--- config.mk ---
export PLATFORM = sky130hd
export DESIGN_NAME = rtsq_ram
export DESIGN_NICKNAME = d
export VERILOG_FILES = /design/src/hw/rtl/rtsq_ram.sv
export SDC_FILE = /design/constraint.sdc
export NUM_CORES = 1
export LEC_CHECK = 0
export BUFFER_PORTS_ARGS = -buffer_cell sky130_fd_sc_hd__buf_2
export CAP_MARGIN = 20
export CORE_UTILIZATION = 50
export DETAILED_ROUTE_END_ITERATION = 10
export PLACE_DENSITY = 0.66
export SKIP_LAST_GASP = 1
export SYNTH_ARGS = -nofsm -noshare
export SYNTH_HDL_FRONTEND = slang
export SYNTH_SLANG_ARGS = --single-unit
export TNS_END_PERCENT = 10
--- constraint.sdc ---
create_clock -name clk -period 2.2 [get_ports clk]
set_input_delay 0.44 -clock clk [delete_from_list [all_inputs] [get_ports clk]]
set_output_delay 0.44 -clock clk [all_outputs]
set_load 0.02 [all_outputs]
--- src/hw/rtl/rtsq_ram.sv ---
// generic single-port-write, single-read synchronous ram
module rtsq_ram #(
  parameter int Width = 8,
  parameter int Depth = 64
) (
  input  logic                     clk,
  input  logic                     we,
  input  logic [$clog2(Depth)-1:0] waddr,
  input  logic [Width-1:0]         wdata,
  input  logic [$clog2(Depth)-1:0] raddr,
  output logic [Width-1:0]         rdata
);
  logic [Width-1:0] mem [Depth];

  // write port and registered read port
  always_ff @(posedge clk) begin
    if (we) mem[waddr] <= wdata;
    rdata <= mem[raddr];
  end
endmodule

==> run summary, run 1 <==
The first detailed-routing pass ran for 5 iterations. For this run, design rule violations remaining after detail routing come to 0. The signal on the critical path passes through mux4_2 -> mux2_2 -> o221a_2 -> nor3_1 -> o32ai_1. The endpoint identified for the worst register-to-register timing path is rdata[4]$_DFF_P_. Summed over all instances, the cell type with the most area after synthesis is edfxtp_1. The placed cell count is between 1,500 and 2,000. The number of global-route vias before repair is 10,300.

The netlist area before placement is just over 0.02 mm². By area the synthesized netlist is led by edfxtp_1 (76%), mux4_2 (14%), nor2_1 (1.5%), mux2i_1 (1.1%), dfxtp_1 (0.79%). The minimum period implied by the final worst setup slack is 1.89 ns.

Averaged over all synthesized cells, the footprint is 21.5 µm². The number of pins with negative max-slew slack in the final report was 0. The type of the setup path with the least slack is reg2reg. Once layout is complete, the cells apart from fillers number around 1,700. The final total negative setup slack is 0 ns. The worst setup path startpoint is mem[17][4]$_DFFE_PP_. The tree is rooted in a clkbuf_16. The reg-to-reg setup timing slack came out at slightly above 0.3 ns. In the layout the commonest cells are edfxtp_1 (512), buf_4 (143), mux4_2 (126).

The clock-pin slew reported for the worst setup and hold paths after clock tree synthesis is ~0.060 ns. In this run the power density over the cells is about 860 mW/mm². The most common library cell in the layout ignoring fill and taps is edfxtp_1. The area enclosed by the die boundary is around 0.041 mm². For the worst setup path, the data required time is between 2 and 3 ns. The initialized floorplan defines 73 standard-cell rows. After floorplanning, the core was sized to cover between 0.03 and 0.04 mm². The top-level port count came out at 30.

The count of max-cap constraint violations is 0. The path class of the lowest-slack min-delay path is in2reg. The maximum frequency from static timing analysis came out at between 0.5 and 0.6 GHz. The initial antenna violation count came out at 2. Setup repair after global routing left no endpoint under its margin. The part of the Yosys area used for sequential elements came out at 0.770. The number of hold violations in the final report was 0. The launching element type of the critical path is a flip-flop. The number of buffers added for setup after CTS is 0.

The total of flip-flops plus latches after synthesis is 520. The number of warning messages in the yosys log came out at 0. The critical path ends at rdata[4]$_DFF_P_. The remaining antenna violation count after routing is 0.

The half-perimeter wire length after detailed placement is around 29,000 µm. The static leakage came out at 7.76 nW. The die outline width came out at 203 µm. Routability-driven placement finished with a final weighted congestion of around 0.84. The first global-routing pass estimated 66,800 µm of wire.

In this run, synthesis inferred 512 flip-flops with an integrated enable. Using the TritonRoute via totals, the vias-per-cell ratio works out to ~6. The CTS tree is done. The number of sinks on the clock net is 520. The maximum number of pins on one net before global-route repair came out at 65. The maximum fanout encountered on the critical timing path came out at 1.

The overall overflow remaining after global route came out at 0. Compared with the post-synthesis result, the final layout area differs by 17.6%. The worst-case vdd ir drop is 0.661 mV. Clock latency on the worst-skew pair, taken at its later pin, is approximately 0.6 ns.

When the netlist entered floorplanning its net count stood at 962. The synthesized instance count came out at 940. Buffers inserted during clock tree synthesis total approximately 50. The number of distinct library cell variants in the gate-level netlist after synthesis came out at 40.

The flow ran to the end, and the final reports show no timing, DRC or antenna violations. The total power consumption of the routed design came out at 0.0205 W. The share of the clock period used by the worst path came out at 0.860. After the first detailed-routing iteration, the DRC count stood at ~970. The endpoint kind of the worst setup timing path is a flip-flop.

The data arrival time at the worst-slack endpoint came out at ~2.4 ns. The H-tree depth came out at 2. The worst relative slew slack came out at 0.544. The worst stage delay on the critical path is between 0.4 and 0.5 ns. For this design, the slowest cell found on the critical path is mux4_2. The depth of the worst register-to-register path is 5. Wires add up to about 45,000 µm. The pin slew with the least headroom to its limit is 0.683 ns.

The overall via count from detail_route is 9,995. The proportion of netlist area held by the largest area contributor is 0.762. The final number of setup-violating endpoints is 0. The global-route usage over all layers is 0.226.

The longest clock path from root to sink contains 3 buffers. The final routed wire length divided by cell count is roughly 26 µm. The number of gates resized after cts is 0. In this run the critical register-to-register path is launched from mem[17][4]$_DFFE_PP_. For this design, the CTS-stage hold fixing added 0 buffers. Across the routed clock network, the largest skew measured is between 0.02 and 0.03 ns. The share of layout cells above drive strength 1 came out at 0.339. For this run, the leading register cell type out of synthesis is edfxtp_1. The worst hold margin came out at 0.281 ns.

The initial utilization of the core area, before any placement, comes to 0.508. The count of input and output buffers is 29. The floorplan step set the die height to 203 µm. The async set or reset register ratio after synthesis came out at 0. For this run, the post-layout net count is approximately 1,200.
-- sequential cells by signal, indices dropped and copies added, names as in the netlist --
register / cells
mem: 512
rdata: 8
-- worst min-delay path by stage --
stage                          from                    to  cells past startpoint
2_1_floorplan              wdata[0]   mem[0][0]$_DFFE_PP_                      0
3_3_place_gp   mem[27][4]$_DFFE_PP_      rdata[4]$_DFF_P_                      3
3_5_place_dp   mem[31][6]$_DFFE_PP_      rdata[6]$_DFF_P_                      3
4_1_cts                    raddr[5]      rdata[2]$_DFF_P_                      3
5_1_grt                    wdata[1]  mem[43][1]$_DFFE_PP_                      1
6_report                   wdata[1]  mem[43][1]$_DFFE_PP_                      1
-- synthesized netlist by cell type (all sizes together), types with 2 or more instances --
cell       n
o22ai      8
o21ai      4
nand2     19
nor4       2
o221ai     8
nand4      2
nand3b     3
o41ai      2
buf       34
nand2b     7
nor2      83
a22oi      3
nor3       7
mux2i     23
a221oi     6
o21a       2
a21oi      3
nor2b     14
mux2      13
o221a      2
a211oi     4
nand3     13
edfxtp   512
clkbuf    17
o2bb2ai    3
dfxtp      8
o2111ai    3
mux4     126
a2111oi    2
o32ai      2
-- per-layer routing --
layer / track usage / share of wire
met1: 0.311 / 0.41
met2: 0.361 / 0.48
met3: 0.0518 / 0.074
met4: 0.0722 / 0.027
met5: 0 / 0.00027
-- cell families after synthesis --
kind of cell | share of synthesized area
and+or+nand+nor | 0.0339
DFF | 0.770
muxes | 0.159
AOI/OAI and AO/OA | 0.0207
buffers and inverters | 0.0157
-- through the flow --
step / setup WS, ns / util / cell area (µm²)
final: 0.307 / 0.597 / 23700
after global routing: 0.225 / 0.597 / 23700
after CTS: 0.279 / 0.596 / 23700
after detailed placement: -0.231 / 0.557 / 22100
after global placement: -0.227 / 0.557 / 22100
after floorplan: 0.0923 / - / 20200
-- report_power, final --
part	switching [W]	leakage, nW	internal [W]	total, W
Clock	0.00351	0.762	0.00478	0.00830
Sequential	0.0000367	4.67	0.0110	0.0110
Combinational	0.000663	2.32	0.000507	0.00117
Total	0.00421	7.76	0.0163	0.0205
-- critical path: cells and delay by family (launching register included) --
kind | cells | cell delay [ns]
mux | 2 | 0.76
flops | 1 | 0.37
simple gates | 1 | 0.23
compound gates | 2 | 0.39
-- layout make-up --
cell class                 count  area, µm²
antenna                        1       2.50
clock buffer                  68       1360
clock inverter                23        208
fill                        2836      16000
multi-input combinational    369       4320
sequential                   520      15500
tap                          525        657
timing repair buffer         191       1640
Note: power is estimated with default switching activity, not from simulation.
==> run 2: changes to the inputs <==
Settings changed: CORE_UTILIZATION 50 to 40, PLACE_DENSITY 0.66 to 0.55.
==> run summary, run 2 (synthesis results as in run 1) <==
The flow ran to the end, and the final reports show no timing, DRC or antenna violations. The overall via count from detail_route is 9,793 (-2.0%). The global-route wire length before repair came out at 68,800 µm (+2.9%). The final number of setup-violating endpoints came out at 0 (unchanged). The pin slew with the least headroom to its limit came out at 0.746 ns (+0.0622 ns). The clock-pin slew reported for the worst setup and hold paths after clock tree synthesis is 0.06 ns (about the same).

The placed cell count came out at 1,729 (+7.8%). The final routed wire length divided by cell count is 25.6 µm (-3.0%). The worst setup path is of the reg2reg kind. The final net count is 1,142 (-1.1%).

The worst setup path is captured at a flip-flop. The initial antenna violation count came to 2 (unchanged). The routed metal-1 wire length was 20,000 µm (+7.9%). The share of layout cells above drive strength 1 is 0.340 (+0.000629).

The number of pins with negative max-slew slack in the final report came out at 0 (unchanged). The detailed-routed wire length on met2 came out at 22,500 µm (+4.0%). The hold buffer count at CTS is 0 (unchanged). The share of power burned in registers is 0.523 (-0.014). The part of the power in combinational logic is 0.055 (-0.002). The count of max-cap constraint violations came to 0 (unchanged).

The maximum number of pins on one net before global-route repair came out at 65 (unchanged). The wire length after detailed routing came out at 46,700 µm (+4.4%). The die outline height came out at 227 µm (+12%). CTS placed an instance of clkbuf_16 at the clock tree root. TritonCTS built the clock tree. The starting DRC count in detailed routing came out at 888 (-8.3%). The maximum number of buffers from clock root to sink came out at 3 (unchanged). The number of sinks on the clock net was 520 (unchanged). The internal cell power is 0.0167 W (+2.6%). The worst setup path is launched from a flip-flop. The largest registers in the layout are mem x512, rdata x8. The highest metal layer used by the detailed router is met5. The library cell used most frequently in the layout, excluding fill and tap cells, is edfxtp_1.

The worst relative slew slack came out at 0.503 (-0.0415). The static leakage was 7.76 nW (about the same). The routability congestion estimate came to 0.823 (-1.6%).

The maximum fanout encountered on the critical timing path is 1 (unchanged). The via count normalized by instance count is 5.36 (-8.9%). The H-tree depth is 2 (unchanged). The overall overflow remaining after global route came out at 0 (unchanged). The maximum frequency from static timing analysis was 0.485 GHz (-8.2%). The share of the clock period used by the worst path came to 0.937 (+0.0771).

The count of input and output buffers is 29 (unchanged). The non-filler instance count after layout is 1,826 (+7.6%). The clock power share came out at 0.422 (+0.017).

The final total negative setup slack is 0 ns (unchanged). The placement row count is 81 (+11%). The cell area reported after detailed placement came out at 0.0222 mm² (+0.25%). The number of global-route vias before repair came out at 10,200 (-1.2%). The post-synthesis to final-layout area growth came out at 18.5%. The number of iterations in the first detailed-routing pass is 5 (unchanged). The worst clock skew on the final layout came out at 0.0187 ns (-0.00784 ns).

The number of hold violations in the final report is 0 (unchanged). The worst hold margin came out at 0.273 ns (-0.00821 ns). The half-perimeter wire length after detailed placement is 30,000 µm (+5.3%).

Ranked by flip-flop count, first place goes to mem. The required time of the critical path is 2.67 ns (+0.02 ns). The top-level port count is 30 (unchanged).

The library cells used most frequently in the layout, excluding fill and tap cells, are edfxtp_1 (512), buf_4 (130), mux4_2 (126). The remaining antenna violation count after routing is 0 (unchanged). The routed wire length on met3 came out at 2700 µm (-19%).

Setup repair after global routing left no endpoint under its margin. The floorplan core area is 0.0494 mm² (+24%). The data arrival time at the worst-slack endpoint came to 2.53 ns (+0.18 ns).

The min-delay analysis places its worst path in the category in2reg. The minimum period implied by the final worst setup slack is 2.06 ns (+0.170 ns). The final instance area is 0.0239 mm² (+0.80%). The clock insertion delay at the later pin of the skew report was 0.59 ns (about the same).

The global-route usage over all layers is 0.190 (-0.0359). The net switching power of the design came to 0.00437 W (+3.6%). The number of remaining DRC errors came out at 0 (unchanged).

The total CTS buffers came out at 53 (+3.9%). The flip-flop count of the largest register, all copies and words added is 512 (unchanged). The starting density of the core came to 0.409 (-0.0990). The die outline width is 227 µm (+12%). The switching portion of total power came out at 0.207 (+0.00159). The power density normalized to cell area is 880 mW/mm² (+2.0%). The worst-case vdd ir drop is 0.508 mV (-23%). The area enclosed by the die boundary came out at 0.0513 mm² (+25%).
-- run 2: cell types whose count changed in the layout (fill, tap and decap cells not counted), moves of 2 or more --
| cell | delta |
|---|---|
| clkbuf_8 | -2 |
| bufinv_16 | +2 |
| clkinv_2 | +6 |
| buf_4 | -13 |
| clkinv_1 | +2 |
| clkbuf_1 | -9 |
| buf_12 | -2 |
| clkbuf_16 | +4 |
-- run 2: worst paths after layout --
kind,cells after the start,end,slack (ns),from
worst min register to register,3,rdata[6]$_DFF_P_,0.82,mem[30][6]$_DFFE_PP_
worst min-delay path,3,rdata[0]$_DFF_P_,0.27,raddr[5]
worst max-delay path,5,rdata[6]$_DFF_P_,0.14,mem[20][6]$_DFFE_PP_
worst max register to register,5,rdata[6]$_DFF_P_,0.14,mem[20][6]$_DFFE_PP_
-- run 2: layout make-up --
| cell class | instances | area (µm²) |
|---|---|---|
| clock buffers | 61 | 1400 |
| well taps | 664 | 831 |
| clock inverters | 34 | 314 |
| fillers | 4030 | 25500 |
| diodes | 2 | 5.00 |
| flip-flops and latches | 520 | 15500 |
| multi-input cells | 369 | 4320 |
| repair buffers | 176 | 1500 |
-- run 2: worst max-delay path, stage by stage, from the launching register on --
cell	delay (ns)
edfxtp_1	0.37
mux4_2	0.48
mux2_2	0.28
o221a_2	0.29
nor3_1	0.38
o32ai_1	0.14
-- run 2: stage by stage --
stage	total power [W]	utilization	worst slack, ns
5_1_grt	0.0217	0.484	0.0660
3_5_place_dp	0.0124	0.449	-0.475
2_1_floorplan	0.0118	-	0.0923
6_report	0.0210	0.484	0.138
3_3_place_gp	0.0124	0.449	-0.437
4_1_cts	0.0213	0.484	0.118
-- run 2: what timing repair did --
item,CTS,global route
gates resized for setup,1,0
endpoints found under the setup margin,1,0
buffers inserted,0,0
-- run 2: metal layers --
layer | vias to the layer above | global-route usage
li1 | 4298 | -
met1 | 5151 | 0.260
met2 | 267 | 0.304
met3 | 75 | 0.0346
met4 | 2 | 0.0739
met5 | - | 0
-- run 2: power by group through the flow --
| stage | logic, W | registers (W) | clock network, W |
|---|---|---|---|
| 3_5_place_dp | 0.00117 | 0.0112 | 0 |
| 5_1_grt | 0.00124 | 0.0110 | 0.00942 |
| 6_report | 0.00115 | 0.0110 | 0.00888 |
| 3_3_place_gp | 0.00116 | 0.0112 | 0 |
| 2_1_floorplan | 0.000584 | 0.0112 | 0 |
| 4_1_cts | 0.00117 | 0.0110 | 0.00908 |
==> run 3: changes to the inputs <==
Settings changed: SETUP_SLACK_MARGIN from default to 0.15.
==> run summary, run 3 (synthesis results as in run 1) <==
The remaining antenna violation count after routing is 0 (unchanged). The starting density of the core was 0.409 (unchanged). The worst setup path is captured at a flip-flop.

The share of power burned in registers was 0.541 (+0.018). The library cell used most frequently in the layout, excluding fill and tap cells, is edfxtp_1. The cell depth of the worst min-delay path came to 1 (-2). The placement row count came to 81 (unchanged). The largest registers in the layout are mem x512, rdata x8. The required time of the critical path came out at 2.65 ns (-0.02 ns). Traced cell by cell, the critical path runs through mux4_2 -> mux2_2 -> o221a_2 -> nor3_2 -> buf_4 -> o32ai_1. The maximum fanout encountered on the critical timing path was 1 (unchanged). The final number of setup-violating endpoints was 0 (unchanged).

The number of gates resized after cts is 0 (-1). The clock-pin slew reported for the worst setup and hold paths after clock tree synthesis is 0.06 ns (about the same). The worst relative slew slack is 0.525 (+0.0222). The H-tree depth is 2 (unchanged). The clock insertion delay at the later pin of the skew report came out at 0.59 ns (about the same).

The overall via count from detail_route came to 9,815 (+0.22%). The total power consumption of the routed design came to 0.0203 W (-3.4%). The largest individual stage delay along the critical path comes from the cell mux4_2.

The type of the setup path with the least slack is reg2reg. The total buffers and inverters traversed by the critical path is 1 (+1). The die outline height is 227 µm (unchanged). The routability congestion estimate came out at 0.806 (-2.0%). The number of iterations in the first detailed-routing pass came out at 5 (unchanged). The worst setup path is launched from a flip-flop. The hold buffer count at CTS came out at 0 (unchanged). The most flop-heavy register is mem. The maximum frequency from static timing analysis is 0.499 GHz (+2.8%). In this run the clock root is driven by a clkbuf_16. The path class of the lowest-slack min-delay path is in2reg. The maximum number of pins on one net before global-route repair was 65 (unchanged).

The share of layout cells above drive strength 1 came out at 0.334 (-0.00546). The half-perimeter wire length after detailed placement is 30,000 µm (-0.23%). The data arrival time at the worst-slack endpoint came to 2.45 ns (-0.08 ns).

The power density normalized to cell area came out at 858 mW/mm² (-2.6%). The total CTS buffers came out at 52 (-1.9%). The met2 demand-to-capacity share in global routing is 0.300 (-0.00376). The post-synthesis to final-layout area growth came out at 17.6%. The initial antenna violation count is 2 (unchanged). The maximum number of buffers from clock root to sink came out at 3 (unchanged). The overall overflow remaining after global route is 0 (unchanged).

Leaving out fill and tap cells, the most frequent cells in the layout are edfxtp_1 (512), buf_4 (140), mux4_2 (126). The worst hold margin came out at 0.232 ns (-0.0407 ns). The worst stage delay on the critical path came to 0.49 ns (about the same).

The clock power share came to 0.402 (-0.020). The number of hold violations in the final report was 0 (unchanged). The internal cell power is 0.0161 W (-3.2%). The count of cell instances traversed by the critical path came out at 6 (+1). The flip-flop count of the largest register, all copies and words added came out at 512 (unchanged). The flow ran to the end, and the final reports show no timing, DRC or antenna violations.

The pin slew with the least headroom to its limit came out at 0.712 ns (-0.0333 ns). Setup repair after global routing could not meet its margin everywhere. The minimum period implied by the final worst setup slack came out at 2.01 ns (-0.0567 ns).

The final net count is 1,146 (+0.35%). The number of global-route vias before repair came out at 10,100 (-1.1%). The number of buffers added for setup after CTS came out at 0 (unchanged). The part of the power in combinational logic came out at 0.056 (about the same).

The via count normalized by instance count is 5.38 (+0.39%). The worst-case vdd ir drop is 0.677 mV (+33%). The global-route wire length before repair came out at 67,900 µm (-1.2%). The top-level port count is 30 (unchanged). The floorplan core area came out at 0.0494 mm² (unchanged). The global-route usage over all layers was 0.187 (-0.00340). The number of pins with negative max-slew slack in the final report is 0 (unchanged). The worst clock skew on the final layout came out at 0.0221 ns (+0.00337 ns). The switching portion of total power is 0.206 (-0.00176). The depth of the worst register-to-register path was 6 (+1). The starting DRC count in detailed routing is 892 (+0.45%).

The number of sinks on the clock net is 520 (unchanged). The count of max-cap constraint violations came to 0 (unchanged). TritonCTS built the clock tree.

The count of input and output buffers is 29 (unchanged). The area enclosed by the die boundary is 0.0513 mm² (unchanged). The number of remaining DRC errors was 0 (unchanged). The net switching power of the design is 0.00418 W (-4.2%).

The final instance area came out at 0.0237 mm² (-0.82%). The final routed wire length divided by cell count is 25.2 µm (-1.5%). Broken down by cell family, the worst path's largest delay share belongs to multiplexers. The global routing stage identified its most utilized layer as met2. The static leakage is 7.66 nW (-1.2%). The die outline width is 227 µm (unchanged). The share of the clock period used by the worst path came out at 0.912 (-0.0258).

The met1 capacity usage during global routing came out at 0.261 (+0.00110). The wire length after detailed routing was 45,900 µm (-1.7%). The met3 track utilization from global routing came out at 0.0310 (-0.00363). The cell area reported after detailed placement is 0.0221 mm² (-0.35%).
## run 3: cell count changes in the layout (fill, tap and decap cells not counted), moves of 2 or more
| cell | before | now |
|---|---|---|
| clkbuf_1 | 6 | 9 |
| clkinv_2 | 12 | 6 |
| buf_4 | 130 | 140 |
| clkinv_1 | 13 | 15 |
| buf_12 | 19 | 13 |
| clkbuf_16 | 55 | 53 |
| bufinv_16 | 6 | 3 |
| inv_6 | 2 | 0 |
## run 3: area by class of cell
class	count	area [µm²]
Antenna cell	1	2.50
Clock buffer	62	1360
Clock inverter	26	193
Fill cell	4050	25600
Multi-Input combinational cell	369	4320
Sequential cell	520	15500
Tap cell	664	831
Timing Repair Buffer	181	1470
## run 3: path summary, 6_finish.rpt
path                                            from                   end  slack (ns)
worst min-delay path                        wdata[5]  mem[50][5]$_DFFE_PP_        0.23
worst max-delay path            mem[21][6]$_DFFE_PP_      rdata[6]$_DFF_P_        0.19
worst max register to register  mem[21][6]$_DFFE_PP_      rdata[6]$_DFF_P_        0.19
worst min register to register  mem[22][2]$_DFFE_PP_      rdata[2]$_DFF_P_        0.83
## run 3: through the flow
| stage | TNS [ns] | worst slack [ns] | instances | util |
|---|---|---|---|---|
| after floorplan | 0 | 0.152 | 940 | - |
| after global placement | -2.44 | -0.390 | 1732 | 0.448 |
| after detailed placement | -2.58 | -0.396 | 1732 | 0.448 |
| after CTS | 0 | 0.155 | 1820 | 0.479 |
| after global routing | 0 | 0.151 | 1822 | 0.480 |
| final | 0 | 0.195 | 1823 | 0.480 |
## run 3: layer usage
metal	wire length, µm	part of all wire	vias up
met4	1300	0.028	2
met3	2210	0.048	77
met2	22200	0.48	248
li1	-	-	4298
met5	13	0.00028	-
met1	20200	0.44	5190
## run 3: power groups by stage
stage | sequential (W) | clock, W | combinational (W)
3_3_place_gp | 0.0112 | 0 | 0.00114
2_1_floorplan | 0.0112 | 0 | 0.000586
3_5_place_dp | 0.0112 | 0 | 0.00115
5_1_grt | 0.0110 | 0.00873 | 0.00123
6_report | 0.0110 | 0.00818 | 0.00114
4_1_cts | 0.0110 | 0.00839 | 0.00116
